<file path="src/hdl/cbsm_pkg.sv">
// ----------------------------------------------------------------------------
// cbsm_pkg
// Shared types and constants for the cartridge bank switch mapper.
// ----------------------------------------------------------------------------
package cbsm_pkg;

    localparam int CHR_SLOTS = 8;
    localparam int PRG_SLOTS = 4;

    localparam int ADDR_W    = 16;
    localparam int DATA_W    = 8;
    localparam int ROM_W     = 22;
    localparam int PRG_CNT_W = 9;
    localparam int CHR_CNT_W = 11;
    localparam int CHR_PAGE_W = 8;
    localparam int CFG_W     = CHR_CNT_W;
    localparam int CFG_IDX_W = 1;

    // Remainder unit: dividend is one data byte, divisor is the wider page count.
    localparam int DIV_DVD_W = DATA_W;
    localparam int DIV_DSR_W = CHR_CNT_W;
    localparam int DIV_CNT_W = $clog2(DIV_DVD_W);

    typedef enum logic [1:0] {
        OP_WRITE = 2'd0,
        OP_CPU   = 2'd1,
        OP_PPU   = 2'd2,
        OP_SPARE = 2'd3
    } op_t;

    typedef enum logic [CFG_IDX_W-1:0] {
        CFG_PRG_COUNT = 1'b0,
        CFG_CHR_COUNT = 1'b1
    } cfg_idx_t;

    localparam logic [ADDR_W-1:0] ADDR_CHR_PAIR0 = 16'h7EF0;
    localparam logic [ADDR_W-1:0] ADDR_CHR_PAIR1 = 16'h7EF1;
    localparam logic [ADDR_W-1:0] ADDR_CHR_ONE_LO = 16'h7EF2;
    localparam logic [ADDR_W-1:0] ADDR_CHR_ONE_HI = 16'h7EF5;
    localparam logic [ADDR_W-1:0] ADDR_MIRROR    = 16'h7EF6;
    localparam logic [ADDR_W-1:0] ADDR_PRG_LO    = 16'h7EFA;
    localparam logic [ADDR_W-1:0] ADDR_PRG_HI    = 16'h7EFF;

    localparam logic [DATA_W-1:0] CHR_PAIR_MASK = 8'h7F;

    localparam logic [PRG_CNT_W-1:0] PRG_COUNT_RESET = 9'd2;
    localparam logic [CHR_CNT_W-1:0] CHR_COUNT_RESET = 11'd8;

    typedef struct packed {
        op_t               op;
        logic [ADDR_W-1:0] addr;
        logic [DATA_W-1:0] data;
    } in_item_t;

    typedef struct packed {
        logic [ROM_W-1:0] rom_address;
        logic             mapped;
        logic             vertical_mirroring;
    } out_item_t;

    typedef struct packed {
        logic busy;
        logic last;
    } rem_status_t;

endpackage

</file>
<file path="src/hdl/cbsm_rem_unit.sv">
// ----------------------------------------------------------------------------
// cbsm_rem_unit
// Restoring remainder unit: one dividend bit per cycle, one compare-subtract.
// ----------------------------------------------------------------------------
module cbsm_rem_unit
    import cbsm_pkg::*;
(
    input  logic                 clk,
    input  logic                 rst_n,
    input  logic                 start,
    input  logic [DIV_DVD_W-1:0] dividend,
    input  logic [DIV_DSR_W-1:0] divisor,
    output rem_status_t          status,
    output logic [DIV_DVD_W-1:0] remainder
);

    logic                 busy_reg, busy_next;
    logic [DIV_CNT_W-1:0] count_reg, count_next;
    logic [DIV_DVD_W-1:0] rem_reg, rem_next;
    logic [DIV_DVD_W-1:0] dvd_reg, dvd_next;
    logic [DIV_DSR_W-1:0] dsr_reg, dsr_next;

    logic [DIV_DVD_W:0]   shifted;
    logic [DIV_DSR_W:0]   trial;

    always_comb
    begin
        shifted    = {rem_reg, dvd_reg[DIV_DVD_W-1]};
        trial      = {{(DIV_DSR_W-DIV_DVD_W){1'b0}}, shifted} - {1'b0, dsr_reg};
        busy_next  = busy_reg;
        count_next = count_reg;
        rem_next   = rem_reg;
        dvd_next   = dvd_reg;
        dsr_next   = dsr_reg;
        if (start)
        begin
            busy_next  = 1'b1;
            count_next = '0;
            rem_next   = '0;
            dvd_next   = dividend;
            dsr_next   = divisor;
        end
        else if (busy_reg)
        begin
            // Keep the shifted value unless the divisor fits.
            if (trial[DIV_DSR_W])
                rem_next = shifted[DIV_DVD_W-1:0];
            else
                rem_next = trial[DIV_DVD_W-1:0];
            dvd_next   = {dvd_reg[DIV_DVD_W-2:0], 1'b0};
            count_next = count_reg + 1'b1;
            if (count_reg == DIV_CNT_W'(DIV_DVD_W - 1))
                busy_next = 1'b0;
        end
    end

    always_ff @(posedge clk or negedge rst_n)
    begin
        if (!rst_n)
        begin
            busy_reg  <= 1'b0;
            count_reg <= '0;
        end
        else
        begin
            busy_reg  <= busy_next;
            count_reg <= count_next;
        end
    end

    always_ff @(posedge clk)
    begin
        rem_reg <= rem_next;
        dvd_reg <= dvd_next;
        dsr_reg <= dsr_next;
    end

    assign status.busy = busy_reg;
    assign status.last = busy_reg && (count_reg == DIV_CNT_W'(DIV_DVD_W - 1));
    assign remainder   = rem_reg;

endmodule

</file>
<file path="src/hdl/cartridge_bank_switch_mapper.sv">
// ----------------------------------------------------------------------------
// cartridge_bank_switch_mapper
// Bank register file, write decode and address translation for a cartridge.
// ----------------------------------------------------------------------------
// One item is taken at a time. A translate item moves from acceptance to the
// emit state, which registers its result into the output register and then
// returns to idle, where the next item can be accepted. A bank register write
// that needs a page reduction passes through the remainder state first. The
// shared remainder unit sets how long that state lasts: it is loaded at
// acceptance, retires one data bit per cycle over the 8 bits of the written
// byte, and the emit state then hands the result over. Writes that need no
// reduction (mirroring, unknown addresses, ignored writes when a page count is
// zero) take as long as a translate. The result sits in an output register,
// so the next item is accepted while a finished result still waits; the block
// only stalls if a second result is ready before the first is taken.
// Configuration writes (page counts) are always taken; writing the PRG page
// count also reloads the third switchable PRG slot with the count minus two.
// ----------------------------------------------------------------------------
module cartridge_bank_switch_mapper
    import cbsm_pkg::*;
(
    input  logic                 clk,
    input  logic                 rst_n,
    input  logic                 in_valid,
    output logic                 in_ready,
    input  in_item_t             in_item,
    output logic                 out_valid,
    input  logic                 out_ready,
    output out_item_t            out_item,
    input  logic                 cfg_valid,
    output logic                 cfg_ready,
    input  logic [CFG_IDX_W-1:0] cfg_index,
    input  logic [CFG_W-1:0]     cfg_data
);

    typedef enum logic [2:0] {
        ST_IDLE = 3'b001,
        ST_DIV  = 3'b010,
        ST_EMIT = 3'b100
    } state_t;

    typedef enum logic [2:0] {
        WR_NONE     = 3'd0,
        WR_CHR_PAIR = 3'd1,
        WR_CHR_ONE  = 3'd2,
        WR_MIRROR   = 3'd3,
        WR_PRG      = 3'd4
    } wr_kind_t;

    localparam int CHR_IDX_W = $clog2(CHR_SLOTS);
    localparam int PRG_IDX_W = $clog2(PRG_SLOTS);

    state_t   state_reg, state_next;
    in_item_t item_reg;
    wr_kind_t kind_reg, kind_next;

    logic                 out_valid_reg, out_valid_next;
    out_item_t            out_item_reg, out_item_next;

    logic [PRG_CNT_W-1:0]  prg_cnt_reg;
    logic [CHR_CNT_W-1:0]  chr_cnt_reg;
    logic [CHR_PAGE_W-1:0] chr_bank_reg [CHR_SLOTS];
    logic [PRG_CNT_W-1:0]  prg_bank_reg [PRG_SLOTS-1];
    logic                  mirror_reg;

    logic                 accept;
    logic                 emit_fire;
    logic                 div_start;
    logic [DIV_DVD_W-1:0] div_dividend;
    logic [DIV_DSR_W-1:0] div_divisor;
    rem_status_t          div_status;
    logic [DIV_DVD_W-1:0] div_rem;

    logic [CHR_PAGE_W-1:0] pair_lo;
    logic [CHR_PAGE_W:0]   pair_inc;
    logic [CHR_PAGE_W-1:0] pair_hi;
    logic [CHR_IDX_W-1:0]  pair_base;
    logic [CHR_IDX_W-1:0]  one_slot;
    logic [1:0]            prg_slot;
    logic [PRG_CNT_W-1:0]  cpu_page;
    logic                  mirror_after;

    assign accept    = in_valid && in_ready;
    assign in_ready  = (state_reg == ST_IDLE);
    assign cfg_ready = 1'b1;
    assign emit_fire = (state_reg == ST_EMIT) && (!out_valid_reg || out_ready);

    // Decode the incoming write; a zero page count turns the write into a no-op.
    always_comb
    begin
        kind_next = WR_NONE;
        if (in_item.op == OP_WRITE)
        begin
            priority if (in_item.addr == ADDR_CHR_PAIR0 || in_item.addr == ADDR_CHR_PAIR1)
                kind_next = (chr_cnt_reg != '0) ? WR_CHR_PAIR : WR_NONE;
            else if (in_item.addr >= ADDR_CHR_ONE_LO && in_item.addr <= ADDR_CHR_ONE_HI)
                kind_next = (chr_cnt_reg != '0) ? WR_CHR_ONE : WR_NONE;
            else if (in_item.addr == ADDR_MIRROR)
                kind_next = WR_MIRROR;
            else if (in_item.addr >= ADDR_PRG_LO && in_item.addr <= ADDR_PRG_HI)
                kind_next = (prg_cnt_reg != '0) ? WR_PRG : WR_NONE;
            else
                kind_next = WR_NONE;
        end
    end

    // Launch the remainder unit straight from the accepted item.
    always_comb
    begin
        div_start    = accept && (kind_next == WR_CHR_PAIR || kind_next == WR_CHR_ONE
                                  || kind_next == WR_PRG);
        div_dividend = (kind_next == WR_CHR_PAIR) ? (in_item.data & CHR_PAIR_MASK)
                                                  : in_item.data;
        div_divisor  = (kind_next == WR_PRG) ? DIV_DSR_W'(prg_cnt_reg) : chr_cnt_reg;
    end

    cbsm_rem_unit u_rem
    (
        .clk       (clk),
        .rst_n     (rst_n),
        .start     (div_start),
        .dividend  (div_dividend),
        .divisor   (div_divisor),
        .status    (div_status),
        .remainder (div_rem)
    );

    // Sequencer: idle, iterate the remainder for a reducing write, then hand the item's result over.
    always_comb
    begin
        state_next = state_reg;
        unique case (state_reg)
            ST_IDLE:
                if (accept)
                    state_next = div_start ? ST_DIV : ST_EMIT;
            ST_DIV:
                if (div_status.last)
                    state_next = ST_EMIT;
            ST_EMIT:
                if (emit_fire)
                    state_next = ST_IDLE;
            default:
                state_next = ST_IDLE;
        endcase
    end

    // Slot arithmetic for the write being retired.
    always_comb
    begin
        pair_lo   = div_rem;
        pair_inc  = {1'b0, div_rem} + 1'b1;
        // v is below the count, so v+1 wraps only when it meets the count.
        pair_hi   = (CHR_CNT_W'(pair_inc) == chr_cnt_reg) ? '0 : pair_inc[CHR_PAGE_W-1:0];
        pair_base = item_reg.addr[0] ? CHR_IDX_W'(2) : CHR_IDX_W'(0);
        one_slot  = item_reg.addr[CHR_IDX_W-1:0] + CHR_IDX_W'(2);
        prg_slot  = item_reg.addr[2:1] - 2'd1;
        mirror_after = (kind_reg == WR_MIRROR) ? item_reg.data[0] : mirror_reg;
    end

    // Build the result from the item and the current bank state.
    always_comb
    begin
        cpu_page = '0;
        unique case (item_reg.addr[ADDR_W-2 -: PRG_IDX_W])
            2'd0:    cpu_page = prg_bank_reg[0];
            2'd1:    cpu_page = prg_bank_reg[1];
            2'd2:    cpu_page = prg_bank_reg[2];
            default: cpu_page = prg_cnt_reg - 1'b1;
        endcase

        out_item_next.rom_address        = '0;
        out_item_next.mapped             = 1'b0;
        out_item_next.vertical_mirroring = mirror_after;
        unique case (item_reg.op)
            OP_CPU:
                if (item_reg.addr[ADDR_W-1])
                begin
                    out_item_next.rom_address = {cpu_page, item_reg.addr[12:0]};
                    out_item_next.mapped      = 1'b1;
                end
            OP_PPU:
                if (item_reg.addr[15:13] == 3'd0 && chr_cnt_reg != '0)
                begin
                    out_item_next.rom_address = ROM_W'({chr_bank_reg[item_reg.addr[12:10]],
                                                        item_reg.addr[9:0]});
                    out_item_next.mapped      = 1'b1;
                end
            default:
                out_item_next.mapped = 1'b0;
        endcase
    end

    always_comb
    begin
        out_valid_next = out_valid_reg;
        if (out_valid_reg && out_ready)
            out_valid_next = 1'b0;
        if (emit_fire)
            out_valid_next = 1'b1;
    end

    // Control state.
    always_ff @(posedge clk or negedge rst_n)
    begin
        if (!rst_n)
        begin
            state_reg     <= ST_IDLE;
            out_valid_reg <= 1'b0;
            kind_reg      <= WR_NONE;
        end
        else
        begin
            state_reg     <= state_next;
            out_valid_reg <= out_valid_next;
            if (accept)
                kind_reg <= kind_next;
        end
    end

    // Payload: hold the accepted item and the offered result.
    always_ff @(posedge clk)
    begin
        if (accept)
            item_reg <= in_item;
        if (emit_fire)
            out_item_reg <= out_item_next;
    end

    // Bank state: page counts, slots and mirroring.
    always_ff @(posedge clk or negedge rst_n)
    begin
        if (!rst_n)
        begin
            prg_cnt_reg <= PRG_COUNT_RESET;
            chr_cnt_reg <= CHR_COUNT_RESET;
            for (int i = 0; i < CHR_SLOTS; i++)
                chr_bank_reg[i] <= CHR_PAGE_W'(i);
            prg_bank_reg[0] <= PRG_CNT_W'(0);
            prg_bank_reg[1] <= PRG_CNT_W'(1);
            prg_bank_reg[2] <= PRG_COUNT_RESET - PRG_CNT_W'(2);
            mirror_reg      <= 1'b0;
        end
        else
        begin
            if (cfg_valid && cfg_ready)
            begin
                unique case (cfg_idx_t'(cfg_index))
                    CFG_PRG_COUNT:
                    begin
                        prg_cnt_reg     <= cfg_data[PRG_CNT_W-1:0];
                        prg_bank_reg[2] <= cfg_data[PRG_CNT_W-1:0] - PRG_CNT_W'(2);
                    end
                    CFG_CHR_COUNT:
                        chr_cnt_reg <= cfg_data;
                    default:
                        chr_cnt_reg <= chr_cnt_reg;
                endcase
            end
            if (emit_fire)
            begin
                unique case (kind_reg)
                    WR_CHR_PAIR:
                    begin
                        chr_bank_reg[pair_base]        <= pair_lo;
                        chr_bank_reg[pair_base + 1'b1] <= pair_hi;
                    end
                    WR_CHR_ONE:
                        chr_bank_reg[one_slot] <= div_rem;
                    WR_MIRROR:
                        mirror_reg <= item_reg.data[0];
                    WR_PRG:
                        prg_bank_reg[prg_slot] <= PRG_CNT_W'(div_rem);
                    default:
                        mirror_reg <= mirror_reg;
                endcase
            end
        end
    end

    assign out_valid = out_valid_reg;
    assign out_item  = out_item_reg;

endmodule

</file>
<file path="config.mk">
export PLATFORM = sky130hd
export DESIGN_NAME = cartridge_bank_switch_mapper
export DESIGN_NICKNAME = d
export VERILOG_FILES = /design/src/hdl/cbsm_pkg.sv /design/src/hdl/cbsm_rem_unit.sv /design/src/hdl/cartridge_bank_switch_mapper.sv
export SDC_FILE = /design/constraint.sdc
export NUM_CORES = 1
export LEC_CHECK = 0
export BUFFER_PORTS_ARGS = -buffer_cell sky130_fd_sc_hd__buf_4
export CAP_MARGIN = 30
export CORE_ASPECT_RATIO = 2
export CORE_MARGIN = 5
export CORE_UTILIZATION = 40
export CTS_CLUSTER_DIAMETER = 100
export DETAILED_ROUTE_END_ITERATION = 10
export RECOVER_POWER = 25
export SYNTH_ARGS = -nofsm -noshare
export SYNTH_HDL_FRONTEND = slang
export SYNTH_HIERARCHICAL = 1
export SYNTH_SLANG_ARGS = --single-unit
</file>
<file path="constraint.sdc">
create_clock -name clk -period 3.5 [get_ports clk]
set_clock_uncertainty 0.1 [all_clocks]
set_input_delay 0 -clock clk [delete_from_list [all_inputs] [get_ports clk]]
set_output_delay 0 -clock clk [all_outputs]
set_load 0.005 [all_outputs]
</file>
After elaboration in Yosys (flattened, before gate mapping)
Index checks and enable logic that the tools add are counted.

Flip-flop bits (word level): 193.

Bitwise logic cells: 6. Mux-type cells: 53. $add $sub $neg: 8. Reduce and logical (&&, ||, !) cells: 30. Magnitude comparators: 13. Equal/unequal tests: 22.

Operator list (count): bitwise mux 64 bit (3); one-hot mux 64 bit (2 select lines) (1); 2-to-1 mux 8 bit (10); demux 8 bit (select 3 bit) (3); 2-to-1 mux 9 bit (6); == test 16 x 15 -> 1 bit (second input constant) (3); one-hot mux 22 bit (2 select lines) (1); 2-to-1 mux 3 bit (12); greater-or-equal comparator 16 x 15 -> 1 bit (second input constant) (2); <= comparator 16 x 15 -> 1 bit (second input constant) (2); bitwise mux 27 bit (1); one-hot mux 9 bit (3 select lines) (1); binary-select mux 8 bit (select 3 bit) (1); 2-to-1 mux 23 bit (1); 2-to-1 mux 19 bit (1); demux 9 bit (select 2 bit) (1); greater-or-equal comparator 4 bit (second input constant) (4); == test 3 x 2 -> 1 bit (second input constant) (4); == test 3 bit (second input constant) (4); logical AND 1 bit (12); less-than comparator 4 x 1 -> 1 bit (second input constant) (3); inverter 3 -> 4 bit (3); subtractor 9 x 11 -> 12 bit (1); == test 9 x 11 -> 1 bit (1); other kinds (30) (51).

Depth between registers and ports, before layout
Gate-level depths: netlist of the first run.

Word-level depth: 14. Mapped depth: 11. Mapped depth without buffers: 10.

Cells and area by module
The synthesis of the first run kept the hierarchy.

By module, submodules not included: cartridge_bank_switch_mapper (cells each 741, instances 1, area an instance 8395.6 sq um); cbsm_rem_unit (cells each 142, instances 1, area an instance 1671.6 sq um).

Least setup slack after synthesis of the first run
Ideal clock, no wire load.

Path type: reg2reg. From: register prg_cnt_reg[1]. To: register u_rem.dvd_reg[3] (data pin). Data arrival time: 2.906 ns. Buffers on the path: 2. Setup time: 0.262 ns. Cell stages (with the launch flop): 10. Slack: 0.232 ns. Path through: dfstp_2 > inv_1 > ha_1 > and4b_1 > a2111oi_4 > mux2i_1 > o221a_2 > clkbuf_1 > clkbuf_1 > mux2_1.

Longest elaborated chain between the ends: 12. Elaborated cells between the ends (all ways): 14. Classes of those cells: eq/ne (3); mux (7); reduce/logical (4).

RTL lines: start: declaration (line cartridge_bank_switch_mapper.sv:60) `logic [PRG_CNT_W-1:0] prg_cnt_reg;`; start signal: assignment (line cartridge_bank_switch_mapper.sv:250) `prg_cnt_reg <= cfg_data[PRG_CNT_W-1:0];`; nonzero test 9 bit * (line cartridge_bank_switch_mapper.sv:101) `kind_next = (prg_cnt_reg != '0) ? WR_PRG : WR_NONE;`; 2-to-1 mux 3 bit * (line cartridge_bank_switch_mapper.sv:101); 2-to-1 mux 3 bit * (line cartridge_bank_switch_mapper.sv:100) `else if (in_item.addr >= ADDR_PRG_LO && in_item.addr <= ADDR_PRG_HI)`; 2-to-1 mux 3 bit * (line cartridge_bank_switch_mapper.sv:98) `else if (in_item.addr == ADDR_MIRROR)`; 2-to-1 mux 3 bit * (line cartridge_bank_switch_mapper.sv:96) `else if (in_item.addr >= ADDR_CHR_ONE_LO && in_item.addr <= ADDR_CHR_ONE_HI)`; 2-to-1 mux 3 bit * (line cartridge_bank_switch_mapper.sv:94) `priority if (in_item.addr == ADDR_CHR_PAIR0 || in_item.addr == ADDR_CHR_PAIR1)`; 2-to-1 mux 3 bit * (line cartridge_bank_switch_mapper.sv:92) `if (in_item.op == OP_WRITE)`; == test 3 x 1 -> 1 bit / == test 3 x 2 -> 1 bit (equally long branches) (line cartridge_bank_switch_mapper.sv:110) `div_start = accept && (kind_next == WR_CHR_PAIR || kind_next == WR_CHR_ONE`; logical OR 1 bit (line cartridge_bank_switch_mapper.sv:110); logical OR 1 bit * (line cartridge_bank_switch_mapper.sv:111) `|| kind_next == WR_PRG);`; logical AND 1 bit * (line cartridge_bank_switch_mapper.sv:110); via div_start (line cartridge_bank_switch_mapper.sv:68) `logic div_start;`; 2-to-1 mux 8 bit * (line cbsm_rem_unit.sv:35) `if (start)`; via u_rem.dvd_next[3] (line cbsm_rem_unit.sv:20) `logic [DIV_DVD_W-1:0] dvd_reg, dvd_next;`; end signal: assignment (line cbsm_rem_unit.sv:74) `dvd_reg <= dvd_next;`; end: declaration (line cbsm_rem_unit.sv:20).

The timed path passes the listed nets; every way through them passes the cells marked *. A chain may end at the register's enable or synchronous reset.

Worst setup path after layout of the first run
From: register prg_cnt_reg[3]. To: register u_rem.dvd_reg[7], enable pin.

Longest elaborated chain between the ends: 12. Elaborated cells between the ends (all ways): 14. Classes of those cells: eq/ne (3); mux (6); reduce/logical (5).

RTL lines (line): nonzero test 9 bit * (cartridge_bank_switch_mapper.sv:101); 2-to-1 mux 3 bit * (cartridge_bank_switch_mapper.sv:101); 2-to-1 mux 3 bit * (cartridge_bank_switch_mapper.sv:100); 2-to-1 mux 3 bit * (cartridge_bank_switch_mapper.sv:98); 2-to-1 mux 3 bit * (cartridge_bank_switch_mapper.sv:96); 2-to-1 mux 3 bit * (cartridge_bank_switch_mapper.sv:94); 2-to-1 mux 3 bit * (cartridge_bank_switch_mapper.sv:92); == test 3 x 1 -> 1 bit / == test 3 x 2 -> 1 bit (equally long branches) (cartridge_bank_switch_mapper.sv:110); logical OR 1 bit (cartridge_bank_switch_mapper.sv:110); logical OR 1 bit * (cartridge_bank_switch_mapper.sv:111); logical AND 1 bit * (cartridge_bank_switch_mapper.sv:110); via div_start (cartridge_bank_switch_mapper.sv:68); nonzero test 2 bit (no line) *.

Marks and branches as above.

==> results of run 1 <==
per-layer routing:
metal | vias to the layer above | GRT usage (%)
met5 | - | 0
met1 | 3678 | 20.5
met3 | 60 | 2.70
met2 | 130 | 38.5
met4 | 0 | 10.4
li1 | 3523 | -
cells in the final DEF, fill, tap and decap left out, drive strengths merged, types with 6 or more instances in the layout:
| cell | n |
|---|---|
| nor2b | 16 |
| nand4 | 10 |
| nand2 | 85 |
| nand2b | 11 |
| ha | 17 |
| xnor2 | 13 |
| xor2 | 12 |
| edfxtp | 62 |
| mux2 | 88 |
| nand3 | 25 |
| dfstp | 16 |
| dfrtp | 105 |
| buf | 75 |
| nor2 | 65 |
| clkbuf | 50 |
| o21ai | 35 |
| nor3 | 18 |
| dlygate4sd3 | 48 |
| a31oi | 15 |
| inv | 34 |
| mux4 | 23 |
| and2 | 20 |
| dfxtp | 8 |
| o211ai | 8 |
| a211oi | 6 |
| nor4 | 10 |
| a21oi | 27 |
| mux2i | 12 |
layout make-up:
cell class,count,area share [%]
Tap cell,336,3.47
Clock inverter,15,1.39
Sequential cell,191,41.9
Inverter,26,0.806
Clock buffer,17,3.51
Timing Repair Buffer,156,10.2
Multi-Input combinational cell,616,38.7
worst max-delay path: cells and delay by family (launching register included):
kind	cells	cell delay, ps
buffers and inverters	1	190
AOI/OAI and AO/OA	2	450
and+or+nand+nor	3	1360
DFF	1	430
muxes	1	170
through the flow:
stage / power (uW) / cells / hold slack [ps] / setup slack [ps]
floorplan: 4050 / 882 / -396 / 232
global placement: 4720 / 1277 / 88.3 / 566
detailed placement: 4760 / 1277 / 85.2 / 497
CTS: 6780 / 1357 / 142 / 467
global route: 7060 / 1357 / 201 / 258
finish: 6700 / 1357 / 205 / 465
worst min-delay path by stage:
stage / startpoint / endpoint / depth (start not counted)
3_3_place_gp: rst_n / chr_bank_reg[20] / 1
3_5_place_dp: rst_n / chr_bank_reg[20] / 1
5_1_grt: in_item[12] / item_reg[12] / 2
2_1_floorplan: rst_n / chr_bank_reg[11] / 0
4_1_cts: rst_n / chr_bank_reg[13] / 2
6_report: in_item[12] / item_reg[12] / 2
timing repair:
action                                 4_1_cts  5_1_grt
endpoints found under the hold margin      123        0
hold buffers                                48        0
resized for setup                            0        0
power by group through the flow:
| stage | combinational (uW) | clock [uW] | sequential, uW |
|---|---|---|---|
| finish | 1890 | 1970 | 2850 |
| CTS | 1900 | 2020 | 2850 |
| global placement | 1830 | 0 | 2890 |
| global route | 2070 | 2110 | 2880 |
| floorplan | 1290 | 0 | 2760 |
| detailed placement | 1860 | 0 | 2900 |
==> summary.txt, run 1 <==
Status
  • Status: finished, violations left
  • Failing checks: capacitance limit, slew limit

Synthesis
  • Mean Syn Cell Area: approximately 11 um^2
  • Synth Net Count: approximately 940
  • Mapped Area: between 10000 and 15000 um^2
  • Synthesized instance count: between 800 and 900
  • Ys Warns: 6

Power
  • Pwr/cell area: around 550 nW/um^2
  • NetSw: roughly 2300 uW
  • Flop pwr share: a little over two fifths
  • Total leakage power: roughly 0.0050 uW
  • Gate power share: 28.1%
  • Peak VDD IR: about 340 uV
  • Clk pwr share: ~29%
  • Switching part of the total: around a third
  • Int Pwr: between 4000 and 5000 uW

Route
  • Routed wl met2: 15.5 mm
  • Total number of vias: about 7400
  • Pre-Repair DR Iteration Count: 5
  • Met1 Wirelength: slightly below 10 mm
  • DRC violations left: 0
  • Routed WL: roughly 27 mm
  • Post-DRT Antenna Nets: 0
  • Starting DRT DRC Count: between 300 and 400
  • Top Metal Used: met4
  • DR WL met3: 510 um
  • Vias/cell: between 5 and 6
  • Routed len/inst: 20.0 um

Worst setup path
  • Slowest CP cell: nor4_1
  • Crit-path cells: nor4_1, and4b_1, a2111oi_4, mux2i_1, o221a_2, inv_1, nand2_1
  • CP endpoint kind: flip-flop
  • Worst R2R Start: prg_cnt_reg[3]
  • Max FO, Critical Path: 12
  • Critical path type: flip-flop to flip-flop
  • Reg-to-reg setup timing slack: ~470 ps
  • Worst Path Required: between 3000 and 4000 ps
  • Slowest stage delay, CP: between 500 and 600 ps
  • Cell depth of the worst flop-to-flop path: 7
  • RR Endpoint: u_rem/dvd_reg[7]
  • Crit path arrival time: ~3000 ps
  • Worst Setup Start Kind: flip-flop
  • Crit. Startpoint: prg_cnt_reg[3]
  • Worst Setup EP: u_rem/dvd_reg[7]

STA
  • Slew at the pin closest to its max-slew limit: between 1500 and 2000 ps
  • Final setup vio count: 0
  • Fin crit share: 86.7%
  • Slew HR: -17.9%
  • Final Hold Fails: 0
  • RSZ-0062 raised after global routing: false
  • Fmax: 330 MHz
  • Setup_tns: 0 ps
  • Final Max Slew Viols: 69
  • Min cycle time layout: a little over 3000 ps

Flow run
  • Max cap viols: 1

Floorplan
  • Std-Cell Rows: a little over 80
  • Die Y: ~230 um
  • Core area: 24900 um^2
  • IO Pins: 70
  • Die extent in x: between 100 and 150 um
  • Die area: 28600 um^2
  • Starting Density: about two fifths

Global route
  • Grt ovf: 0
  • Initial antenna violation count: 0
  • GRT Util Overall: between 10% and 20%
  • Largest net degree at the start of global routing: 70
  • First-pass GRT wire length: ~43 mm
  • Number of global-route vias before repair: 7779

Finish
  • Area taken by multi-input logic gates: 4690 um^2
  • Ant. Diodes: 0
  • Final Cell Area: roughly 12000 um^2
  • Final Net Count: approximately 1100
  • Storage cell area: 5070 um^2
  • Share of cells above drive strength 1: between 20 and 30%
  • Final core occ: 48.6%
  • Max FFs per register: between 60 and 70
  • Fillers: 2273
  • Layout area overhead: 20.4%

Clocking
  • TritonCTS clock tree: yes
  • Sink Count: between 150 and 200
  • Longest Clk Path Bufs: 2
  • CTS H-tree depth: 4
  • Total CTS buffers: 17
  • CTS Root Cell: clkbuf_16
  • Worst-skew pair later-pin latency: about 440 ps
  • Clock transition at the registers of the reported paths: roughly 70 ps
  • Post-CTS setup buffer count: 0

Place
  • Placer Congestion: 0.904
  • Dpl hpwl: around 20 mm
  • Port Buffers: just under 70
  • Placed Area: approximately 11000 um^2

Min path
  • HP Class: primary input to flip-flop
No activity file was read; power rests on OpenSTA's default activity.
==> run 2, diff against run 1 <==
ABC_AREA = 1   (was not set)
==> summary.txt, run 2 <==
Status
  • Status: finished, violations left
  • Failing checks: capacitance limit, slew limit

Worst setup path
  • Worst Setup Start Kind: flip-flop
  • Max FO, Critical Path: 14 (+2)
  • CP endpoint kind: flip-flop
  • Worst Path Required: 3800 ps (+280 ps)
  • Reg-to-reg setup timing slack: 560 ps (+90 ps)
  • Critical path type: flip-flop to flip-flop
  • Cell depth of the worst flop-to-flop path: 14 (+7)
  • Crit path arrival time: 3240 ps (+190 ps)

Finish
  • Final Net Count: 1341 (+25%)
  • Share of cells above drive strength 1: 13.1% (-13 points)
  • Final non-filler cell total: 1583 (+17%)
  • Storage cell area: 5070 um^2 (unchanged)
  • Area taken by multi-input logic gates: 4030 um^2 (-14%)
  • Layout area overhead: 19.2%
  • Commonest cells after routing, fill and taps aside: nand2_1, o21ai_0, inv_1
  • Final Cell Area: 11600 um^2 (-3.9%)
  • Max FFs per register: 64 (unchanged)
  • Ant. Diodes: 0 (unchanged)
  • Commonest non-fill, non-tap cell in the layout: nand2_1
  • Fillers: 2336 (+2.8%)

STA
  • Fmax: 340 MHz (+3.1%)
  • RSZ-0062 raised after global routing: false
  • Setup_tns: 0 ps (unchanged)
  • Fin crit share: 84.1% (-2.6 points)
  • Post-route setup slack: 557 ps (+91.8 ps)
  • Slew HR: -15.0% (+3.0 points)
  • Final setup vio count: 0 (unchanged)
  • Final Max Slew Viols: 122 (+77%)
  • Final Hold Fails: 0 (unchanged)
  • Min cycle time layout: 2940 ps (-91.8 ps)
  • Slew at the pin closest to its max-slew limit: 1720 ps (-44.7 ps)

Route
  • Pre-Repair DR Iteration Count: 8 (+3)
  • Post-DRT Antenna Nets: 0 (unchanged)
  • Vias/cell: 5.44 (-0.21%)
  • DRC violations left: 0 (unchanged)
  • Total number of vias: 8604 (+16%)
  • Routed len/inst: 18.1 um (-9.8%)
  • Routed WL: 28.6 mm (+5.2%)
  • Starting DRT DRC Count: 802 (+130%)

Floorplan
  • Starting Density: 40.3% (-0.053 points)
  • IO Pins: 70 (unchanged)
  • Die Y: 231 um (-1.4%)
  • Core area: 24200 um^2 (-2.8%)
  • Std-Cell Rows: 81 (-1.2%)
  • Die extent in x: 120 um (-1.4%)
  • Die area: 27800 um^2 (-2.8%)

Clocking
  • Clock transition at the registers of the reported paths: 70 ps (about the same)
  • Post-cts sizing count: 0 (unchanged)
  • CTS H-tree depth: 4 (unchanged)
  • Longest Clk Path Bufs: 2 (unchanged)
  • Worst-skew pair later-pin latency: 450 ps (about the same)
  • Sink Count: 191 (unchanged)
  • CTS Root Cell: clkbuf_16
  • Total CTS buffers: 17 (unchanged)
  • TritonCTS clock tree: yes
  • Post-CTS setup buffer count: 0 (unchanged)

Power
  • Gate power share: 30.5% (+2.4 points)
  • Int Pwr: 4530 uW (+3.8%)
  • NetSw: 2530 uW (+8.3%)
  • Flop pwr share: 42.2% (-0.3 points)
  • Peak VDD IR: 442 uV (+28%)
  • Total leakage power: 0.00523 uW (+4.8%)
  • Clk pwr share: 27.3% (-2.0 points)
  • Pwr/cell area: 607 nW/um^2 (+9.7%)
  • Switching part of the total: 35.8% (+0.97 points)

Min path
  • HP Class: primary input to flip-flop
  • Hold path depth: 4 (+2)

Global route
  • Largest net degree at the start of global routing: 122 (+74%)
  • Grt ovf: 0 (unchanged)
  • GRT Util Overall: 21.0% (+1.0 points)
  • Number of global-route vias before repair: 8376 (+7.7%)
  • First-pass GRT wire length: 45.2 mm (+4.5%)
  • Initial antenna violation count: 0 (unchanged)

Place
  • Placed Area: 10600 um^2 (-4.1%)
  • Dpl hpwl: 20.4 mm (+1.0%)
  • Port Buffers: 68 (unchanged)
  • Cells after DPL: 1504 (+18%)
  • Worst slack, placed: 627 ps (+130 ps)
  • Placer Congestion: 0.908 (+0.44%)

Synthesis
  • Synthesized instance count: 1162 (+32%)
  • Synth Net Count: 1223 (+30%)
  • Ys Warns: 6 (unchanged)
  • Mean Syn Cell Area: 8.40 um^2 (-26%)
  • Mapped Area: 9760 um^2 (-3.0%)

Flow run
  • Max cap viols: 1 (unchanged)
run 2: final timing paths:
path	startpoint	end
max	chr_cnt_reg[0]	u_rem/remainder[7]
min	in_item[7]	u_rem/dvd_reg[7]
max reg2reg	chr_cnt_reg[0]	u_rem/remainder[7]
min reg2reg	chr_bank_reg[27]	chr_bank_reg[27]
max in group asynchronous	rst_n	prg_cnt_reg[3]
min in group asynchronous	rst_n	chr_bank_reg[40]
run 2: timing repair:
| item | CTS | global route |
|---|---|---|
| hold endpoints to repair | 179 | 0 |
| setup endpoints to repair | 0 | 0 |
| hold buffers | 47 | 0 |
run 2: worst max-delay path, cell delays in order (launching register included):
cell	delay (ps)
dfrtp_1	430
nor2_1	120
nand2_1	60
nor3_1	600
a21oi_1	150
o21ai_0	190
inv_1	110
nand2_1	100
nand2_1	80
nand2_1	80
inv_1	150
buf_4	250
nor2_4	260
nand3_1	140
nand2_1	80
run 2: per-layer routing:
metal / GRT usage [%] / routed length [um] / vias up
met5: 0 / 0 / -
met4: 7.70 / 871 / 0
met3: 4.19 / 1580 / 57
met2: 35.1 / 14600 / 321
met1: 26.8 / 11600 / 4103
li1: - / - / 4123
run 2: cell type report:
type                            count  area share, %
Clock buffer                       22           4.17
Inverter                          137           4.42
Tap cell                          290           3.12
Clock inverter                     10          0.742
Timing Repair Buffer              135           9.37
Multi-Input combinational cell    798           34.6
Sequential cell                   191           43.6
run 2: power groups by stage:
stage                     Sequential [uW]  Clock [uW]  Combinational (uW)
after global routing                 3020        2050                2390
after global placement               3020           0                2070
after floorplan                      2970           0                1300
after CTS                            2980        1950                2150
after detailed placement             3020           0                2100
final                                2980        1930                2150
run 2: through the flow:
step | total power (uW) | hold WS [ps] | util [%]
finish | 7060 | 21.9 | 48.0
global placement | 5090 | 64.0 | 44.0
global route | 7460 | 32.9 | 48.0
detailed placement | 5120 | 66.3 | 44.0
CTS | 7090 | 9.79 | 48.3
floorplan | 4270 | -396 | -
